==> src/hw/rtl/spe_dly.sv <==
module spe_dly #(
    parameter int W = 32,
    parameter int D = 2
) (
    input  logic         aclk,
    input  logic         en,
    input  logic [W-1:0] din,
    output logic [W-1:0] dout
);

    logic [W-1:0] tap_reg [D];

    always_ff @(posedge aclk) begin
        if (en) begin
            tap_reg[0] <= din;
            for (int i = 1; i < D; i++) begin
                tap_reg[i] <= tap_reg[i-1];
            end
        end
    end

    assign dout = tap_reg[D-1];

endmodule

==> config.mk <==
export PLATFORM = sky130hd
export DESIGN_NAME = spe_dly
export DESIGN_NICKNAME = d
export VERILOG_FILES = /design/src/hw/rtl/spe_dly.sv
export SDC_FILE = /design/constraint.sdc
export NUM_CORES = 1
export LEC_CHECK = 0
export ABC_AREA = 1
export BUFFER_PORTS_ARGS = -buffer_cell sky130_fd_sc_hd__buf_2
export CAP_MARGIN = 25
export CORE_MARGIN = 8
export CORE_UTILIZATION = 38
export CTS_BUF_LIST = sky130_fd_sc_hd__clkbuf_16
export DETAILED_ROUTE_END_ITERATION = 6
export HOLD_SLACK_MARGIN = 0.02
export PLACE_DENSITY_LB_ADDON = 0.08
export SYNTH_ARGS = -nofsm -noshare
export SYNTH_HDL_FRONTEND = slang
export SYNTH_SLANG_ARGS = --single-unit
==> constraint.sdc <==
create_clock -name aclk -period 0.8 [get_ports aclk]
set_input_delay 0.04 -clock aclk [delete_from_list [all_inputs] [get_ports aclk]]
set_output_delay 0.04 -clock aclk [all_outputs]
set_load 0.01 [all_outputs]
* Word level (Yosys, flattened, before mapping)
Memories as Yosys holds them, arrays and structs flattened. Index checks and enable logic that the tools add are counted.
Storage, ports and cells: register bits 0, bits in writable memories 64, output and inout port bits 32, memories kept 1
Memory list:
- tap_reg | words 2, width 32, read ports 2, clocked after memory_dff 0, wr ports 2, RTL line 11 | logic [W-1:0] tap_reg [D];
Cells by class: multiplexer cells 2
Operators with widths (number):
- 2-to-1 mux 1 bit | 2

* Depth between registers and ports, before layout
word-level depth 2, gate-level depth with buffers 1, gate-level depth less buffers 0

* Worst setup path after synthesis
Ideal clock, no wire load.
path kind reg2reg, from memory tap_reg[0][0], to memory tap_reg[1][0], in the netlist tap_reg[0][32], data pin, arrival time 323 ps, data required time 534 ps, slack 211 ps, cell stages (with the launch flop) 1, buffers on the path 0, period minus slack after synthesis 589 ps, cell sequence edfxtp_1
RTL lines (RTL line):
- start: declaration | 11

==> results.json <==
{
  "syn_avg_cell_area_um2": 22.5,
  "reg2reg_setup_slack_ns": 0.17,
  "start_util_pct": 39.3,
  "p_int_uw": 6920,
  "root_buffer": "clkbuf_16",
  "drc": 0,
  "cts_buffers": 9,
  "rsz0062_at_grt": "true",
  "clockBufferDepth": 2,
  "met1_usage_pct": 8.03,
  "crit_path_cell_trace": "buf_6",
  "worst_slack_ns": -0.0878,
  "finish.utilization_pct": 54.8,
  "top_usage_layer": "met2",
  "sequentialPowerShare_pct": 47.9,
  "hold_viol": 0,
  "total_power_uw": 8430,
  "power_density_nw_per_um2": 2800,
  "whs_path_depth": 2,
  "drv_slew": 0,
  "grt_use_total_pct": 8.64,
  "cp_max_fo": 1,
  "violations": "setup timing",
  "globalRouteOverflowTotal": 0,
  "reg2reg_to": "tap_reg[0][36]",
  "cts_tree": "built",
  "synthesis.area_um2": 2160,
  "ys_seq_area_share_pct": 88.9,
  "dr.pass1.iters": 4,
  "peakVddDrop_v": 0.00138,
  "grt_max_degree": 37,
  "worstHoldEndpoint": "tap_reg[0][0]",
  "antenna_left": 0,
  "crit_buf_inv": 1,
  "num_rows": 27,
  "routedWlPerCell_um": 13.2,
  "worst_ep_required_time_ns": 0.76,
  "share_comb_of_total_power_pct": 5.3,
  "timing.fmax_mhz": 1130,
  "cts_sinks": 64,
  "path_delay_family": "flip-flops",
  "drive_gt1_share_pct": 44.7,
  "setup_viol": 32,
  "leakagePower_uw": 0.00118,
  "slew_headroom_pct": 87.4,
  "core_area_um2": 5510,
  "die_h_um": 91.4,
  "period_share_pct": 111,
  "r2r_start": "tap_reg[0][4]",
  "clk_pin_slew_ns": 0.05,
  "hpwl_um": 2160,
  "max_stage_delay_ns": 0.39,
  "syn_nets": 130,
  "reg2regPathDepth": 0,
  "ioPinCount": 66,
  "arrival_ns": 0.85,
  "synth.distinct_cells": 2,
  "die_area_um2": 8360,
  "grt_pass1_wl_um": 5350,
  "finalCriticalPeriod_ns": 0.888,
  "p_sw_uw": 1510,
  "area_growth_pct": 39.5,
  "drv_cap": 0,
  "clockPowerShare_pct": 46.8,
  "cp-end-kind": "primary output",
  "io_buffers": 65,
  "globalplace.congestion": 0.637,
  "die_w_um": 91.4,
  "multi_input_area_um2": 0,
  "h-tree-depth": 3,
  "layout_common_cells": "buf_2 (64), edfxtp_1 (64), dlygate4sd3_1 (32), clkbuf_16 (9), clkinv_1 (3)",
  "cp-start-kind": "flop",
  "antenna_found_initial": 0,
  "hp-start": "en",
  "num-multi-input-gates": 0,
  "ys_warn_count": 0,
  "ys_ff_latch": 64,
  "worstMarginPinSlew_ns": 0.189,
  "use_met2_pct": 13.3,
  "hp-class": "in2reg",
  "clock_latency_ns": 0.31,
  "routed_wl_um": 3310,
  "syn_inst": 96,
  "largest_register_ffs": 64,
  "via_count": 1007,
  "switching_share_pct": 17.9,
  "finalClockSkew_ns": 0.00224,
  "met3_usage_pct": 7.00,
  "status": "complete, but fails checks",
  "diodes": 0,
  "crit_path_top_delay_cell": "edfxtp_1",
  "path_class": "reg2out",
  "post_cts_buffers": 0,
  "drt_iter0_markers": 26,
  "first_global_vias": 1127,
  "via_per_inst": 4.01,
  "fin_nets": 208
}
logic make-up (layout without fill, tap and decap cells):
logic type,count (synthesis),after routing,share of synthesized area [%]
buf+inv,32,115,11.1
flops,64,64,88.9
worst max-delay path by stage:
stage,start,to,slack (ns),cells after the start
after floorplan,tap_reg[0][0],tap_reg[0][32],0.21,0
after global placement,en,tap_reg[0][55],0.08,2
after detailed placement,en,tap_reg[0][44],0.07,2
after CTS,tap_reg[0][63],dout[31],-0.11,1
after global routing,tap_reg[0][63],dout[31],-0.14,1
final,tap_reg[0][63],dout[31],-0.09,1
through the flow:
stage	area, µm²	hold slack [ns]	TNS, ns	std cells	setup slack, ns
finish	3020	0.198	-1.82	251	-0.0878
global route	3020	0.202	-3.07	251	-0.138
CTS	3010	0.196	-2.41	251	-0.106
detailed placement	2380	0.218	0	203	0.0701
global placement	2380	0.217	0	203	0.0810
floorplan	2160	0.139	0	96	0.211
cell type report:
class                 instances  area [µm²]
Fill cell                   433        2490
Sequential cell              64        1920
Timing Repair Buffer         99         692
Clock buffer                  9         225
Tap cell                     72        90.1
Clock inverter                7        86.3
power groups by stage:
stage,Combinational (µW),Clock [µW],Sequential (µW)
floorplan,203,0,4090
global placement,328,0,4090
detailed placement,334,0,4100
CTS,457,4040,4040
global route,489,4200,4060
finish,448,3950,4040
timing repair:
action                                  CTS  global route
endpoints found under the hold margin    32             0
hold buffers                             32             0
gates resized for setup                   0             2
endpoints found under the setup margin   32            32
layer usage:
metal	vias up	wire length, µm
li1	480	-
met1	471	1190
met2	51	1650
met3	5	436
met4	0	37
met5	-	0
cells in the mapped netlist:
cell type,count,area [µm²]
buf_4,32,240
edfxtp_1,64,1920
No activity file was read; power rests on OpenSTA's default activity.
