==> src/hw/rtl/spe_mulq30.sv <==
// round half up of a * b / 2^30, two stages, product split at bit 20 of a
module spe_mulq30 #(
    parameter int A_W = 40,
    parameter int B_W = 34,
    parameter int R_W = 40
) (
    input  logic                  aclk,
    input  logic                  en,
    input  logic signed [A_W-1:0] a,
    input  logic signed [B_W-1:0] b,
    output logic signed [R_W-1:0] r
);

    localparam int PW = A_W + B_W + 1;

    logic signed [A_W-20+B_W-1:0] ph_reg, ph_next;
    logic signed [B_W+20:0]       pl_reg, pl_next;
    logic signed [PW-1:0]         sum;
    logic signed [R_W-1:0]        r_reg, r_next;

    always_comb begin
        ph_next = $signed(a[A_W-1:20]) * b;
        pl_next = $signed({1'b0, a[19:0]}) * b;
        sum     = (PW'(ph_reg) <<< 20) + PW'(pl_reg) + PW'(64'sd536870912);
        r_next  = R_W'(sum >>> 30);
    end

    always_ff @(posedge aclk) begin
        if (en) begin
            ph_reg <= ph_next;
            pl_reg <= pl_next;
            r_reg  <= r_next;
        end
    end

    assign r = r_reg;

endmodule

==> config.mk <==
export PLATFORM = sky130hd
export DESIGN_NAME = spe_mulq30
export DESIGN_NICKNAME = d
export VERILOG_FILES = /design/src/hw/rtl/spe_mulq30.sv
export SDC_FILE = /design/constraint.sdc
export NUM_CORES = 2
export LEC_CHECK = 0
export ABC_AREA = 0
export BUFFER_PORTS_ARGS = -buffer_cell sky130_fd_sc_hd__buf_4
export CAP_MARGIN = 25
export CORE_AREA = 2 2 320 322
export DETAILED_ROUTE_END_ITERATION = 8
export DIE_AREA = 0 0 322 324
export HOLD_SLACK_MARGIN = 0.06
export PLACE_DENSITY = 0.69
export SYNTH_ARGS = -nofsm -noshare
export SYNTH_HDL_FRONTEND = slang
export SYNTH_SLANG_ARGS = --single-unit
export TNS_END_PERCENT = 1
==> constraint.sdc <==
create_clock -name aclk -period 11.9 [get_ports aclk]
set_input_delay 2.38 -clock aclk [delete_from_list [all_inputs] [get_ports aclk]]
set_output_delay 2.38 -clock aclk [all_outputs]
set_load 0.01 [all_outputs]
# After elaboration in Yosys (flattened, before gate mapping)
# Cells that the tools add are included.
[totals] register_bits=145 output_inout_bits=40
[classes] add_sub_neg=2 multipliers=2
[ops] op="adder 70 x 31 -> 70 bit, second input constant" count=1
[ops] op="adder 70 x 55 -> 70 bit" count=1
[ops] op="multiplier 21 x 34 -> 55 bit" count=1
[ops] op="multiplier 20 x 34 -> 50 bit" count=1

# Logic depth before layout (Yosys ltp)
[depth] ltp_word=2 depth_mapped=29

# Worst setup path before layout
# OpenSTA, ideal clock, no wires.
[synth_path] kind="input port to flip-flop" from="input port a[12]" to="register pl_reg[40] (data pin)" setup_time_ns=0.258 arrival_time_ns=8.630 path_slack_ns=3.011 stages=25 n_path_buf=2 cell_sequence="clkbuf_1 > clkbuf_1 > nand2_1 > fa_1 > inv_1 > fa_1 > fa_1 > fa_1 > fa_1 > fa_1 > inv_1 > fa_1 > inv_1 > ha_1 > a21oi_1 > nor2b_1 > o21ai_1 > nand2b_1 > a21oi_1 > o21ai_0 > or4_1 > o21a_1 > a311o_1 > a21oi_1 > xnor2_1"
[synth_via] elab_chain_len=1
[synth_rtl] element="start: declaration" line_no="9" text="input logic signed [A_W-1:0] a,"
[synth_rtl] element="multiplier 21 x 34 -> 55 bit" line_no="23" text="pl_next = $signed({1'b0, a[19:0]}) * b;"
[synth_rtl] element="via pl_next[40]" line_no="17" text="logic signed [B_W+20:0] pl_reg, pl_next;"
[synth_rtl] element="end signal: assignment" line_no="31" text="pl_reg <= pl_next;"
[synth_rtl] element="end: declaration" line_no="17"
# The timed path passes the listed nets, and every way through them passes these cells.
# A chain may end at the register's enable or synchronous reset.

# Worst setup path after layout
[layout_path] from="input port b[12]" to="register pl_reg[52] (data pin)"
[layout_via] elab_chain_len=1
[layout_rtl] element="start: declaration" line_no="10" text="input logic signed [B_W-1:0] b,"
[layout_rtl] element="multiplier 21 x 34 -> 55 bit" line_no="23"
[layout_rtl] element="via pl_next[52]" line_no="17"
# The timed path passes the listed nets, and every way through them passes these cells.

==> impl_results.md <==
- Run status: complete, no violations
- Die span in y: about 320 µm
- Post-synth top area share: between 50% and 60%
- CP max stage cell: a31oi_1
- Routed vias: about 36k
- Number of synthesized flops with an enable pin: 125
- Core box area: 101000 µm²
- Synthesized area: 52200 µm²
- Relative slew slack: 30.6%
- Die area: 104000 µm²
- Met1 Resource Use GR: 37.0%
- F_max: 0.103 GHz
- # rows: 117
- Top_reg_cell synth: edfxtp_1
- First-pass DRT Iterations: 7
- Sink Count: 125
- # DRC: 0
- Delay of the slowest critical-path stage: 650 ps
- Worst-Skew Late Latency: 480 ps
- Final hold vios: 0
- I/O pin cnt: 116
- CTS tree: yes
- Min-delay worst type: reg -> reg
- CP Launch Type: primary input
- Synth top area cells: fa_1 (50%), inv_1 (10%), ha_1 (8.7%)
- GR Util met3: 4.88%
- Routed WL: 136 mm
- Reg-to-Reg Start: ph_reg[9]
- FF-to-FF path depth: 15
- Net Count, Synth: 7271
- Total grt overflow: 0
- Critical path fanouts, max: 40
- Vias in the first global route: between 40k and 50k
- Cts-stage hold buffer count: 0
- Hold EP: r[39]
- Max Cap Violations: 0
- Flops & latches, synth: 125
- Register-to-register setup slack: 8010 ps
- DP HPWL: 101 mm
- Top cells by count, synth: inv_1 (1408), fa_1 (1305), and2_1 (697)
- Root Buffer: clkbuf_16
- Largest net degree at the start of global routing: 71
- Post-Syn Area per Cell: 9.43 µm²
- Num CTS Buffers: 17
- Gate Count Post-Synth: roughly 5.5k
- Nets@finish: 7132
- First-pass GRT wire length: approximately 220 mm
- Worst path most repeated cell: fa_1
- Met2 global-route usage: 46.2%
- Clock skew: 23.4 ps
- Area grow syn2layout: 4.01%
- Worst hold stages: 2
- Seq/Total Area, Yosys: 7.20%
- Post-route setup TNS: 0 ps
- Critical path, cell by cell: buf_4 > nand2_1 > fa_1 > inv_1 > fa_1 > fa_1 > fa_1 > fa_1 > fa_1 > inv_1 > fa_1 > inv_1 > ha_1 > nand3_1 > nor2_1 > nand4_1 > a31oi_1 > o21ai_1 > a31oi_1 > o22ai_2 > o21ai_0 > a21oi_1 > xnor2_1
- Least-Margin Pin Slew: approximately 1000 ps
- Crit path DAT: approximately 9900 ps
- Detailed-route vias per instance: between 5 and 6
- Most frequent cell after synthesis: inv_1
- Hold Crit Start: ph_reg[49]
- Period utilisation layout: 81.8%
- Starting DRT DRC Count: 2531
- Kind of critical path: in -> reg
- Fin crit period: 9730 ps
- Final Max Tran Viols: 0
- Critical Path RT: 12110 ps
- Gr usage total: 27.7%
- Clk slew on worst S/H paths: 80 ps
- Unique cell type count in the Yosys netlist: 73
- Yosys warnings: 0
- Unrepaired setup endpoints after global routing: false
- Family with the most delay on the worst path: adder cells
- Setup bufs post-CTS: 0
- Port bufs: 115
- Async set-reset flop share out of synthesis: 0%
- Max Buffers Root-to-Sink: 2
- Post-DRT Antenna Nets: 0
- Die X: approximately 320 µm
- GRT Max-Usage Layer: met2
- Buf/Inv on CP: 4
- Avg WL per Cell: ~20 µm
- Final setup vio count: 0
- PostCTS Resize Cnt: 0
- Post-synth top area cell: fa_1
- Starting Density: 51.6%
- CTS H-Tree Depth: 4
- Antenna violations before repair: 9
- CP Capture Type: register
- Max reg flops: 50
- RR Endpoint: r[39]
- Share of layout cells above drive strength 1: 3.29%
- Final GP Congestion: between 0.8 and 0.9
-- stage by stage --
step           hold WS, ps  std cells  util, %  area [µm²]  setup WS [ps]
2_1_floorplan          615       5529        -       52200           3010
5_1_grt                719       6713     53.7       54300           1840
6_report               692       6714     53.7       54300           2170
4_1_cts                698       6712     53.7       54200           2240
3_5_place_dp           648       6680     53.1       53600           1760
3_3_place_gp           665       6680     53.1       53600           1750
-- logic make-up (layout without fill, tap and decap cells) --
group,count (synthesis),after routing,synth area share (%)
buffers and inverters,1683,1557,12.1
adders and majority gates,1666,1666,58.7
and+or+nand+nor,1603,1603,15.5
AOI/OAI and AO/OA,311,311,4.05
xor gates and xnor gates,140,140,2.35
DFF,125,125,7.20
muxes,1,1,0.0192
other,0,2,0
-- worst max path at each step --
stage / from / endpoint / cells after the start
2_1_floorplan: a[12] / pl_reg[40] / 25
3_3_place_gp: b[10] / pl_reg[54] / 27
3_5_place_dp: b[10] / pl_reg[52] / 27
4_1_cts: b[10] / pl_reg[52] / 27
5_1_grt: b[10] / pl_reg[52] / 27
6_report: b[12] / pl_reg[52] / 23
-- layout make-up --
type	count	area (µm²)
fillers	9134	46800
multi-input cells	3721	42100
inverters	1408	5290
flip-flops and latches	125	3750
well taps	1309	1640
repair buffers	117	882
clock buffers	17	425
clock inverters	15	174
diodes	2	5.00
-- worst min-delay path, delay by kind of cell, from the launching register on --
| kind | cells | cell delay (ps) |
|---|---|---|
| xor gates and xnor gates | 2 | 240 |
| DFF | 1 | 340 |
-- cell usage in the layout (no fill, tap or decap), types with 4 or more instances in the layout --
cell type	n
inv_1	1408
fa_1	1305
and2_1	697
nand2_1	670
ha_1	361
edfxtp_1	125
buf_4	116
xnor2_1	106
a21oi_1	96
nor2_1	87
o21ai_0	52
a21o_1	42
xor2_1	34
nand2b_1	31
nor2b_1	28
nand3_1	27
o21a_1	21
nor3_1	18
clkbuf_16	17
nand4_1	13
a31oi_1	13
o21bai_1	12
and3_1	10
o21ai_1	9
a211oi_1	7
inv_6	7
or2_2	6
or3_1	5
a221oi_1	5
o211ai_1	4
and4_1	4
-- layer usage --
| metal | part of all wire, % | up-vias | routed length (µm) |
|---|---|---|---|
| li1 | - | 15700 | - |
| met3 | 8.7 | 292 | 11800 |
| met5 | 0.016 | - | 22 |
| met1 | 40 | 18800 | 54400 |
| met2 | 48 | 1508 | 64700 |
| met4 | 3.4 | 4 | 4650 |
Power is left out: the tool's default activity adds up to more than one toggle a clock period on the data nets, which glitch-free logic cannot reach.
